[src/sv/ccal_pkg.sv]
// ccal_pkg: types, operation and target codes and field limits for the clock calendar
// used by ccal_step and clock_calendar_with_alarm; no dependencies
`default_nettype none

package ccal_pkg;

  localparam logic [2:0] OP_TICK    = 3'd0;
  localparam logic [2:0] OP_ADD_ONE = 3'd1;
  localparam logic [2:0] OP_ADD_TEN = 3'd2;
  localparam logic [2:0] OP_ARM     = 3'd3;
  localparam logic [2:0] OP_SILENCE = 3'd4;
  localparam logic [2:0] OP_DISARM  = 3'd5;

  localparam logic [2:0] TGT_HOUR       = 3'd0;
  localparam logic [2:0] TGT_MINUTE     = 3'd1;
  localparam logic [2:0] TGT_SECOND     = 3'd2;
  localparam logic [2:0] TGT_DAY        = 3'd3;
  localparam logic [2:0] TGT_ALARM_HOUR = 3'd4;
  localparam logic [2:0] TGT_ALARM_MIN  = 3'd5;
  localparam logic [2:0] TGT_ALARM_DAY  = 3'd6;

  localparam logic [6:0] SEC_LIMIT  = 7'h3C;
  localparam logic [6:0] MIN_LIMIT  = 7'h3C;
  localparam logic [6:0] HOUR_LIMIT = 7'h18;
  localparam logic [6:0] DAY_LIMIT  = 7'h07;
  localparam logic [6:0] BIG_STEP   = 7'd10;

  typedef struct packed {
    logic [2:0] operation;
    logic [2:0] target;
  } in_item_t;

  typedef struct packed {
    logic [5:0] seconds_now;
    logic [5:0] minutes_now;
    logic [4:0] hours_now;
    logic [2:0] weekday_now;
    logic [4:0] alarm_hours_now;
    logic [5:0] alarm_minutes_now;
    logic [2:0] alarm_weekday_now;
    logic       armed_flag;
    logic       ringing_flag;
    logic       buzzer_level;
  } out_item_t;

  // add a step and clear the field once the sum reaches its limit
  function automatic logic [6:0] step_wrap(logic [6:0] v, logic [6:0] step,
                                           logic [6:0] limit);
    logic [6:0] sum;
    begin
      sum = v + step;
      step_wrap = (sum >= limit) ? 7'd0 : sum;
    end
  endfunction

endpackage

`default_nettype wire

[src/sv/clock_calendar_with_alarm.sv]
// clock_calendar_with_alarm: time-of-day clock with weekday and alarm, top level
// uses ccal_pkg and ccal_step
//
//   channel | ports                         | payload
//   input   | in_valid, in_ready, in_item   | in_item_t (operation, target)
//   result  | out_valid, out_ready, out_item| out_item_t (clock, alarm, flags)
//
// one item per cycle sustained while out_ready is high; an item passes the input
// register, then the state register, which is also the result register
// rst_n is synchronous: all fields and flags clear to zero, both stages empty
// a result held by out_ready low stalls the input register; one more item is
// still taken into it
`default_nettype none

module clock_calendar_with_alarm
  import ccal_pkg::*;
(
  input  wire            clk,
  input  wire            rst_n,
  input  wire            in_valid,
  output logic           in_ready,
  input  wire in_item_t  in_item,
  output logic           out_valid,
  input  wire            out_ready,
  output out_item_t      out_item
);

  logic      stg_valid_r;
  in_item_t  stg_item_r;
  logic      out_valid_r;
  out_item_t state_r;
  out_item_t state_nxt;
  logic      advance;

  // the staged item moves on when the result register is free or being taken
  assign advance  = stg_valid_r && (!out_valid_r || out_ready);
  assign in_ready = !stg_valid_r || advance;

  ccal_step u_step (
    .cur  (state_r),
    .item (stg_item_r),
    .nxt  (state_nxt)
  );

  always_ff @(posedge clk) begin
    if (!rst_n) begin
      stg_valid_r <= 1'b0;
      out_valid_r <= 1'b0;
      state_r     <= '0;
    end else begin
      if (in_ready) begin
        stg_valid_r <= in_valid;
      end
      if (advance) begin
        state_r     <= state_nxt;
        out_valid_r <= 1'b1;
      end else if (out_ready) begin
        out_valid_r <= 1'b0;
      end
    end
  end

  always_ff @(posedge clk) begin
    if (in_ready && in_valid) begin
      stg_item_r <= in_item;
    end
  end

  assign out_valid = out_valid_r;
  assign out_item  = state_r;

endmodule

`default_nettype wire

[src/sv/ccal_step.sv]
// ccal_step: next clock, calendar and alarm state for one item
// uses ccal_pkg
`default_nettype none

module ccal_step
  import ccal_pkg::*;
(
  input  wire out_item_t cur,
  input  wire in_item_t  item,
  output out_item_t      nxt
);

  logic [6:0] sec_inc, min_inc, hour_inc, day_inc;
  logic [6:0] amin_one, ahour_one, aday_one;
  logic [6:0] sec_ten, min_ten, hour_ten, amin_ten, ahour_ten;
  logic       ten;
  out_item_t  mid;

  always_comb begin
    sec_inc   = step_wrap({1'b0, cur.seconds_now}, 7'd1, SEC_LIMIT);
    min_inc   = step_wrap({1'b0, cur.minutes_now}, 7'd1, MIN_LIMIT);
    hour_inc  = step_wrap({2'b0, cur.hours_now}, 7'd1, HOUR_LIMIT);
    day_inc   = step_wrap({4'b0, cur.weekday_now}, 7'd1, DAY_LIMIT);
    ahour_one = step_wrap({2'b0, cur.alarm_hours_now}, 7'd1, HOUR_LIMIT);
    amin_one  = step_wrap({1'b0, cur.alarm_minutes_now}, 7'd1, MIN_LIMIT);
    aday_one  = step_wrap({4'b0, cur.alarm_weekday_now}, 7'd1, DAY_LIMIT);
    sec_ten   = step_wrap({1'b0, cur.seconds_now}, BIG_STEP, SEC_LIMIT);
    min_ten   = step_wrap({1'b0, cur.minutes_now}, BIG_STEP, MIN_LIMIT);
    hour_ten  = step_wrap({2'b0, cur.hours_now}, BIG_STEP, HOUR_LIMIT);
    ahour_ten = step_wrap({2'b0, cur.alarm_hours_now}, BIG_STEP, HOUR_LIMIT);
    amin_ten  = step_wrap({1'b0, cur.alarm_minutes_now}, BIG_STEP, MIN_LIMIT);
    ten       = (item.operation == OP_ADD_TEN);

    mid = cur;
    case (item.operation)
      OP_TICK: begin
        // ripple carry: each field moves only when the one below wrapped
        mid.seconds_now = sec_inc[5:0];
        if (sec_inc == 7'd0) begin
          mid.minutes_now = min_inc[5:0];
          if (min_inc == 7'd0) begin
            mid.hours_now = hour_inc[4:0];
            if (hour_inc == 7'd0) begin
              mid.weekday_now = day_inc[2:0];
            end
          end
        end
        if (cur.ringing_flag) begin
          mid.buzzer_level = ~cur.buzzer_level;
        end
      end
      OP_ADD_ONE, OP_ADD_TEN: begin
        case (item.target)
          TGT_HOUR:       mid.hours_now = ten ? hour_ten[4:0] : hour_inc[4:0];
          TGT_MINUTE:     mid.minutes_now = ten ? min_ten[5:0] : min_inc[5:0];
          TGT_SECOND:     mid.seconds_now = ten ? sec_ten[5:0] : sec_inc[5:0];
          TGT_DAY:        if (!ten) mid.weekday_now = day_inc[2:0];
          TGT_ALARM_HOUR: mid.alarm_hours_now = ten ? ahour_ten[4:0] : ahour_one[4:0];
          TGT_ALARM_MIN:  mid.alarm_minutes_now = ten ? amin_ten[5:0] : amin_one[5:0];
          TGT_ALARM_DAY:  if (!ten) mid.alarm_weekday_now = aday_one[2:0];
          default: ;
        endcase
      end
      OP_ARM: mid.armed_flag = 1'b1;
      OP_SILENCE: begin
        mid.ringing_flag = 1'b0;
        mid.buzzer_level = 1'b0;
      end
      OP_DISARM: begin
        mid.armed_flag   = 1'b0;
        mid.ringing_flag = 1'b0;
        mid.buzzer_level = 1'b0;
      end
      default: ;
    endcase

    // match check runs after every item on the updated fields
    nxt = mid;
    if (mid.armed_flag && mid.hours_now == mid.alarm_hours_now &&
        mid.minutes_now == mid.alarm_minutes_now &&
        mid.weekday_now == mid.alarm_weekday_now) begin
      nxt.ringing_flag = 1'b1;
    end
  end

endmodule

`default_nettype wire

[config.mk]
export PLATFORM = sky130hd
export DESIGN_NAME = clock_calendar_with_alarm
export DESIGN_NICKNAME = d
export VERILOG_FILES = /design/src/sv/ccal_pkg.sv /design/src/sv/clock_calendar_with_alarm.sv /design/src/sv/ccal_step.sv
export SDC_FILE = /design/constraint.sdc
export NUM_CORES = 1
export LEC_CHECK = 0
export BUFFER_PORTS_ARGS = -buffer_cell sky130_fd_sc_hd__clkbuf_2
export CORE_MARGIN = 10
export CORE_UTILIZATION = 40
export DETAILED_ROUTE_END_ITERATION = 10
export HOLD_SLACK_MARGIN = 0.05
export PLACE_DENSITY = 0.56
export SLEW_MARGIN = 5
export SYNTH_ARGS = -nofsm -noshare
export SYNTH_HDL_FRONTEND = slang
export SYNTH_SLANG_ARGS = --single-unit
[constraint.sdc]
create_clock -name clk -period 3.3 [get_ports clk]
set_input_delay 0.495 -clock clk [delete_from_list [all_inputs] [get_ports clk]]
set_output_delay 0.495 -clock clk [all_outputs]
set_load 0.005 [all_outputs]
======== Yosys cells after proc, flatten, opt, wreduce, memory -nomap -nowiden ========
Cells that the tools add are included.
word-level totals
  flip-flop bits (word level) ............. 45
  input bits .............................. 10
  output and inout port bits .............. 39
operators by class
  add/subtract/negate cells ............... 12
  magnitude comparators ................... 12
  equality and inequality tests ........... 16
  mux-type cells .......................... 38
  bitwise operators ....................... 1
  reduce and logical (&&, ||, !) cells .... 23
operator list
  kind                   number
  $mux W6                10
  $ge A7 B6 Y1 const B   6
  $pmux W20 S2           1
  $mux W5                7
  $mux W14               2
  $add A6 B1 Y7 const B  3
  $add A6 B4 Y7 const B  3
  $logic_not A7 Y1       3
  $mux W3                7
  $mux W7                3
  $ge A6 B5 Y1 const B   3
  $eq A3 B3 Y1 const B   5
  $add A5 B1 Y6 const B  2
  $add A5 B4 Y6 const B  2
  $eq A3 B2 Y1 const B   4
  $add A3 B1 Y4 const B  2
  $ge A4 B3 Y1 const B   2
  $mux W8                1
  $reduce_bool A2 Y1     4
  $ge A7 B5 Y1 const B   1
  $eq A3 B1 Y1 const B   2
  $eq A6 B6 Y1           1
  $logic_not A3 Y1       2
  $reduce_and A3 Y1      2
  11 further kinds       24

======== Longest topological paths before layout ========
Gate-level depths: netlist of run 1.
  word-level depth ........................ 14
  mapped depth ............................ 13

======== Cells and area by module ========
A second synthesis of run 1 with hierarchy kept.
second synthesis, totals
  cells, all modules ...................... 680
  area, all modules ....................... 4,994.8 µm²
modules (own cells, without submodules)
  module                     instances  cells each  area an instance (µm²)  sequential area each (µm²)
  ccal_step                  1          505         3,213.1                 0.0
  clock_calendar_with_alarm  1          175         1,781.7                 960.9

======== Least setup slack after synthesis of run 1 ========
No wires, ideal clock.
  path type ............................... register to register
  start ................................... register state_r, in the netlist out_item[32]
  end ..................................... register state_r, in the netlist out_item[1]
  library setup time ...................... 0.084 ns
  arrival time ............................ 3.028 ns
  required time ........................... 3.216 ns
  slack ................................... 0.188 ns
  cell stages (with the launch flop) ...... 14
  clock period less this slack ............ 3.112 ns
  cells stage by stage .................... dfxtp_1 ha_1 buf_6 or2_4 o32a_1 o31a_4 or3_4 or2_1 buf_6 a21o_4 a221oi_4 xor2_1 nand4_1 o31ai_2
between the ends
  longest elaborated chain between the ends .. 12
ends and longest elaborated chain
  what                                 RTL line                         source
  from (decl)                          clock_calendar_with_alarm.sv:31  out_item_t state_r;
  from (signal assigned)               clock_calendar_with_alarm.sv:55  state_r <= state_nxt;
  $add A6 B1 Y7 (*)                    ccal_pkg.sv:51                   sum = v + step;
  $ge A7 B6 Y1                         ccal_pkg.sv:52                   step_wrap = (sum >= limit) ? 7'd0 : sum;
  $mux W7 (*)                          ccal_pkg.sv:52
  $logic_not A7 Y1 (*)                 ccal_step.sv:39                  if (sec_inc == 7'd0) begin
  $mux W14 (*)                         ccal_step.sv:39
  $pmux W20 S2 (*)                     ccal_step.sv:35                  case (item.operation)
  $eq A5 B5 Y1                         ccal_step.sv:79                  if (mid.armed_flag && mid.hours_now == mid.alarm_hours_now &&
  $logic_and A1 B1 Y1 (2 in a row)     ccal_step.sv:79
  $logic_and A1 B1 Y1 (*)              ccal_step.sv:80                  mid.minutes_now == mid.alarm_minutes_now &&
  $reduce_bool A2 Y1 (no source line)  n/a
  $reduce_and A2 Y1 (no source line)   n/a
Every way passes the cells marked *; elsewhere a longest branch is shown, timed or not.
A chain may end at the register's enable or synchronous reset.

======== Worst setup path in the final report of run 1 ========
Ends and elaborated chain as after synthesis.

==> out/results.ini, run 1 <==
[grt]
grt_pass1_wl_um=28500
antenna_found_initial=0
grt_pass1_vias=5553
overflow=0
grt_max_degree=40
grt_use_total=0.190

[logic_synthesis]
syn_area_mm2=0.00507
ys_types=82
synthArstFlopShare=0
ys_warn_count=0
syn_avg_cell_area_um2=7.10
synth_nets=744
synth_edf_count=6
ys.flop_type=dfxtp_1
yosysSeqAreaShare=0.190
ys_seq_elements=45
synth_cells=714

[sta]
max_freq_mhz=317
slew_headroom=0.408
skew_ps=11.0
slew_violations=0
finalSetupViolCount=0
fin_crit_sh=0.957
hold_violations=0
fin_crit_ps=3160
setup_ws_ps=143
worst_pin_slew_ps=881

[detailed_routing]
final_antenna_net_count=0
drc_errors=0
wl_per_cell_um=18.3
drt_iter0_markers=565
routed_via_density=6.11
vias=5878
wl_um=17600
drt-pass1-iter-count=6

[worst_setup_path]
cp_max_fo=7
path_buf_inv=1
cpPeakStageDelay_ps=410
r2r_end=out_item[1]
rrSetupSlack_ps=140
r2r-start=out_item[32]
slowest_stage=or3_4
endpoint_kind=flop
arrival_ps=3380
cp_top_family=simple AND/OR/NAND/NOR gates
crit_end=out_item[1]
worstSetupPathDepth=12
crit_top_cell=or2_4
worstSetupPathType=flop to flop
cp.required_ps=3520
path_cells=ha_2 -> or2_4 -> o32a_1 -> o31a_4 -> or3_4 -> or2_4 -> buf_4 -> o311ai_4 -> mux2i_2 -> nor4_2 -> nand4_1 -> o31ai_2
reg2reg_depth=12
cp-start-kind=flop
crit_start=out_item[32]

[die]
core_area_mm2=0.0125
row_count=41
die_w_um=133
initial_core_util=0.405
die_h_um=133
num_io_pins=49
die_area_mm2=0.0176

[clocking]
insertion_delay_ps=300
clkTransAtPathRegs_ps=70
cts_buffers=5
numClockSinks=45
clock_path_buffers=2
cts.htree.levels=2
root_buffer=clkbuf_16
tritoncts=yes

[power_and_ir_drop]
vdd_drop_max_uv=229
p_leak_nw=2.37
power_density_mw_per_mm2=246

[placed_design]
preCtsSetupSlack_ps=-48.4
globalplace.congestion=0.956
numPortBuffers=48
post_dp_cell_area_mm2=0.00589
place_hpwl_um=12900

[final_layout]
drive_above_1_share=0.225
finalNetCount=819
final_common_cell=nand2_1
post-route-util=0.491
final.fill_count=1281
antenna_cells=0
area_growth_pct=21.2
stdcell_area_mm2=0.00614
final_cell_mix=nand2_1, buf_4, a21oi_1

[job]
drv_cap=0

[hold_path]
hold_class=input port to flop

[outcome]
outcome=finished clean

metrics by stage:
step           power (W)  cells  hold WS, ps  TNS, ps
2_1_floorplan   0.000814    714          493        0
3_3_place_gp    0.000933    953          515    -25.0
3_5_place_dp    0.000934    953          527    -48.4
4_1_cts          0.00150    961          370        0
5_1_grt          0.00157    962          365    -17.8
6_report         0.00151    962          371        0
cell families (layout without fill, tap and decap cells):
kind of cell | Yosys count | count (layout) | synth area share
muxes | 7 | 7 | 0.0138
adders and majority gates | 20 | 20 | 0.0494
AOI/OAI and AO/OA | 269 | 269 | 0.367
xor gates and xnor gates | 28 | 28 | 0.0484
buffers and inverters | 88 | 164 | 0.0726
and+or+nand+nor | 257 | 257 | 0.259
DFF | 45 | 45 | 0.190
synthesized netlist by cell type (9+ instances only):
cell,instances,share of area
nand2_1,84,0.062
a21oi_1,64,0.063
o21ai_0,58,0.057
clkbuf_1,46,0.034
dfxtp_1,39,0.15
nor2_1,38,0.028
inv_1,23,0.017
nand3_1,21,0.021
ha_1,20,0.049
a31oi_1,17,0.021
nor3_1,17,0.017
xnor2_1,17,0.029
nor2b_1,14,0.017
and2_1,12,0.015
buf_2,11,0.011
xor2_1,11,0.019
nand2b_1,10,0.012
nand4_1,10,0.012
o211a_1,10,0.020
o31ai_1,9,0.013
flip-flops by register name (all words and copies together) (netlist names):
register	count
out_item	37
stg_item_r	6
out_valid	1
stg_valid_r	1
timing repair:
| item | CTS | global route |
|---|---|---|
| hold buffers | 0 | 0 |
| setup buffers | 0 | 1 |
| pin swaps | 0 | 1 |
| gates resized for setup | 2 | 19 |
| setup endpoints to repair | 1 | 1 |
area by class of cell:
type	count	area, um2	area share
timing repair buffer	133	895	0.146
clock inverter	1	8.76	0.00143
inverter	23	86.3	0.0141
tap	172	215	0.0350
sequential	45	965	0.157
clock buffer	7	154	0.0251
multi-input combinational	581	3820	0.622
worst register-to-register path: stages, from the launching register on:
cell	delay, ps
dfxtp_2	360
ha_2	220
or2_4	240
o32a_1	320
o31a_4	150
or3_4	410
or2_4	270
buf_4	150
o311ai_4	300
mux2i_2	120
nor4_2	220
nand4_1	140
o31ai_2	180
per-layer routing:
layer	GRT usage	up-vias	wire, um
li1	-	2805	-
met1	0.258	2770	8010
met2	0.297	282	7750
met3	0.0428	21	1580
met4	0.0489	0	236
met5	0	-	0
report_power, final:
group	switching, W	internal, W	leakage (nW)
Combinational	0.000197	0.000137	1.91
Clock	0.000243	0.000330	0.0792
Sequential	0.0000294	0.000573	0.377
how the worst min path moves through the flow:
stage	from	endpoint	slack [ps]	cells after the start
floorplan	out_item[1]	out_item[1]	490	2
global placement	stg_valid_r	out_valid	520	1
detailed placement	out_item[2]	out_item[2]	530	2
CTS	in_item[2]	stg_item_r[2]	370	1
global route	in_item[2]	stg_item_r[2]	360	1
finish	in_item[2]	stg_item_r[2]	370	1
Power figures use the tool's default switching activity.
==> inputs of run 2 (changes only) <==
--- a/config.mk
+++ b/config.mk
@@ -6,7 +6,6 @@
 export NUM_CORES = 1
 export LEC_CHECK = 0
 export BUFFER_PORTS_ARGS = -buffer_cell sky130_fd_sc_hd__clkbuf_2
-export CORE_MARGIN = 10
 export CORE_UTILIZATION = 40
 export DETAILED_ROUTE_END_ITERATION = 10
 export HOLD_SLACK_MARGIN = 0.05
==> run 2 against run 1 <==
Sequential power about the same; critical path depth decreased by 1; wire length decreased by 4.3%; non-clock buffer count increased by 6; maximum frequency decreased by 1.1%; sequential share of layout area decreased by 0.15 points; combinational power about the same; clock power increased by 7.9%; worst hold slack improved by 4.2 ps.
==> out/results.ini, run 2 (synthesis results as in run 1) <==
[final_layout]
largest_register_ffs=37  ; unchanged
post-route-util=0.512  ; was 0.491
finalNonFillerCells=964  ; was 962
antenna_cells=0  ; unchanged
final_cell_mix=buf_4, nand2_1, a21oi_1  ; was nand2_1, buf_4, a21oi_1
final_common_cell=buf_4  ; was nand2_1
area_growth_pct=22.9  ; was 21.2%
finalNetCount=825  ; was 819
drive_above_1_share=0.239  ; was 0.225
final.fill_count=1223  ; was 1281

[detailed_routing]
drt_iter0_markers=483  ; was 565
vias=5854  ; was 5878
wl_per_cell_um=17.4  ; was 18.3 um
wl_um=16800  ; was 17600 um
drc_errors=0  ; unchanged
drt-pass1-iter-count=5  ; was 6
final_antenna_net_count=0  ; unchanged
routed_via_density=6.07  ; was 6.11

[worst_setup_path]
endpoint_kind=flop  ; unchanged
arrival_ps=3400  ; was 3380 ps
path_cells=ha_4 -> or2_4 -> o32a_1 -> o31a_4 -> or3_4 -> or2_4 -> o311ai_4 -> mux2i_1 -> nor4_2 -> nand4_1 -> o31ai_2  ; was ha_2 -> or2_4 -> o32a_1 -> o31a_4 -> or3_4 -> or2_4 -> buf_4 -> o311ai_4 -> mux2i_2 -> nor4_2 -> nand4_1 -> o31ai_2
cp_top_family=simple AND/OR/NAND/NOR gates  ; unchanged
cp-start-kind=flop  ; unchanged
cpPeakStageDelay_ps=410  ; about the same
crit_top_cell=or2_4  ; unchanged
slowest_stage=or3_4  ; unchanged
worstSetupPathType=flop to flop  ; unchanged
cp_max_fo=7  ; unchanged
path_buf_inv=0  ; was 1
cp.required_ps=3510  ; was 3520 ps

[sta]
max_freq_mhz=313  ; was 317 MHz
hold_violations=0  ; unchanged
finalSetupViolCount=0  ; unchanged
fin_crit_ps=3190  ; was 3160 ps
slew_headroom=0.531  ; was 0.408
worst_pin_slew_ps=704  ; was 881 ps
skew_ps=8.28  ; was 11.0 ps
fin_crit_sh=0.967  ; was 0.957
setup_ws_ps=108  ; was 143 ps
slew_violations=0  ; unchanged

[placed_design]
preCtsSetupSlack_ps=-69.4  ; was -48.4 ps
place_hpwl_um=12500  ; was 12900 um
globalplace.congestion=0.963  ; was 0.956
placed_cells=947  ; was 953
numPortBuffers=48  ; unchanged

[hold_path]
hold_class=input port to flop  ; unchanged

[clocking]
root_buffer=clkbuf_16  ; unchanged
clock_path_buffers=2  ; unchanged
tritoncts=yes  ; unchanged
clkTransAtPathRegs_ps=70  ; about the same
numClockSinks=45  ; unchanged
cts.htree.levels=2  ; unchanged
insertion_delay_ps=300  ; about the same
cts_buffers=5  ; unchanged
cts_hold_buffers=0  ; unchanged

[grt]
grt_use_total=0.262  ; was 0.190
antenna_found_initial=0  ; unchanged
grt_max_degree=40  ; unchanged
grt_util_met1=0.372  ; was 0.258
overflow=0  ; unchanged
gr-usage-met2=0.406  ; was 0.297
grt_pass1_vias=5375  ; was 5553
busiest_layer=met2  ; unchanged
grtUsageMet3=0.0339  ; was 0.0428
grt_pass1_wl_um=27400  ; was 28500 um

[die]
die_area_mm2=0.0131  ; was 0.0176 mm2
die_h_um=115  ; was 133 um
initial_core_util=0.417  ; was 0.405
num_io_pins=49  ; unchanged
row_count=40  ; was 41
core_area_mm2=0.0122  ; was 0.0125 mm2
die_w_um=115  ; was 133 um

[outcome]
outcome=finished clean  ; unchanged

[power_and_ir_drop]
vdd_drop_max_uv=159  ; was 229 uV
p_leak_nw=2.41  ; was 2.37 nW
power_density_mw_per_mm2=250  ; was 246 mW/mm2

[job]
drv_cap=0  ; unchanged

run 2: final timing paths:
check / start / end / slack (ps) / cells past startpoint
setup reg to reg: out_item[32] / out_item[1] / 110 / 11
hold reg to reg: out_item[2] / out_item[2] / 540 / 2
hold / removal: in_item[2] / stg_item_r[2] / 370 / 1
setup / recovery: out_item[32] / out_item[1] / 110 / 11
run 2: stage by stage:
stage	total power (W)	instance area (um2)	hold WS [ps]	TNS [ps]
finish	0.00155	6230	375	0
global route	0.00163	6230	370	-99.7
CTS	0.00155	6040	368	0
detailed placement	0.000931	5860	534	-69.4
global placement	0.000928	5860	505	-79.2
floorplan	0.000814	5070	493	0
run 2: area by class of cell:
cell class | count | area, um2 | area share
sequential | 45 | 968 | 0.156
clock buffer | 6 | 139 | 0.0223
tap | 168 | 210 | 0.0338
timing repair buffer | 139 | 940 | 0.151
multi-input combinational | 581 | 3840 | 0.617
inverter | 23 | 90.1 | 0.0145
clock inverter | 2 | 37.5 | 0.00603
run 2: power by group:
part	leakage, nW	switching (W)	internal (W)
Clock	0.0831	0.000238	0.000379
Sequential	0.378	0.0000296	0.000572
Combinational	1.95	0.000195	0.000140
Total	2.41	0.000463	0.00109
run 2: repair_timing:
action / 4_1_cts / 5_1_grt
resized for setup: 3 / 27
buffers inserted: 0 / 9
endpoints found under the setup margin: 1 / 1
pin swaps: 0 / 9
cloned: 0 / 0
run 2: metal layers:
layer  vias to the layer above  part of all wire
met5                         -                 0
met3                        31             0.068
met4                         0             0.020
met1                      2743              0.48
li1                       2820                 -
met2                       260              0.44
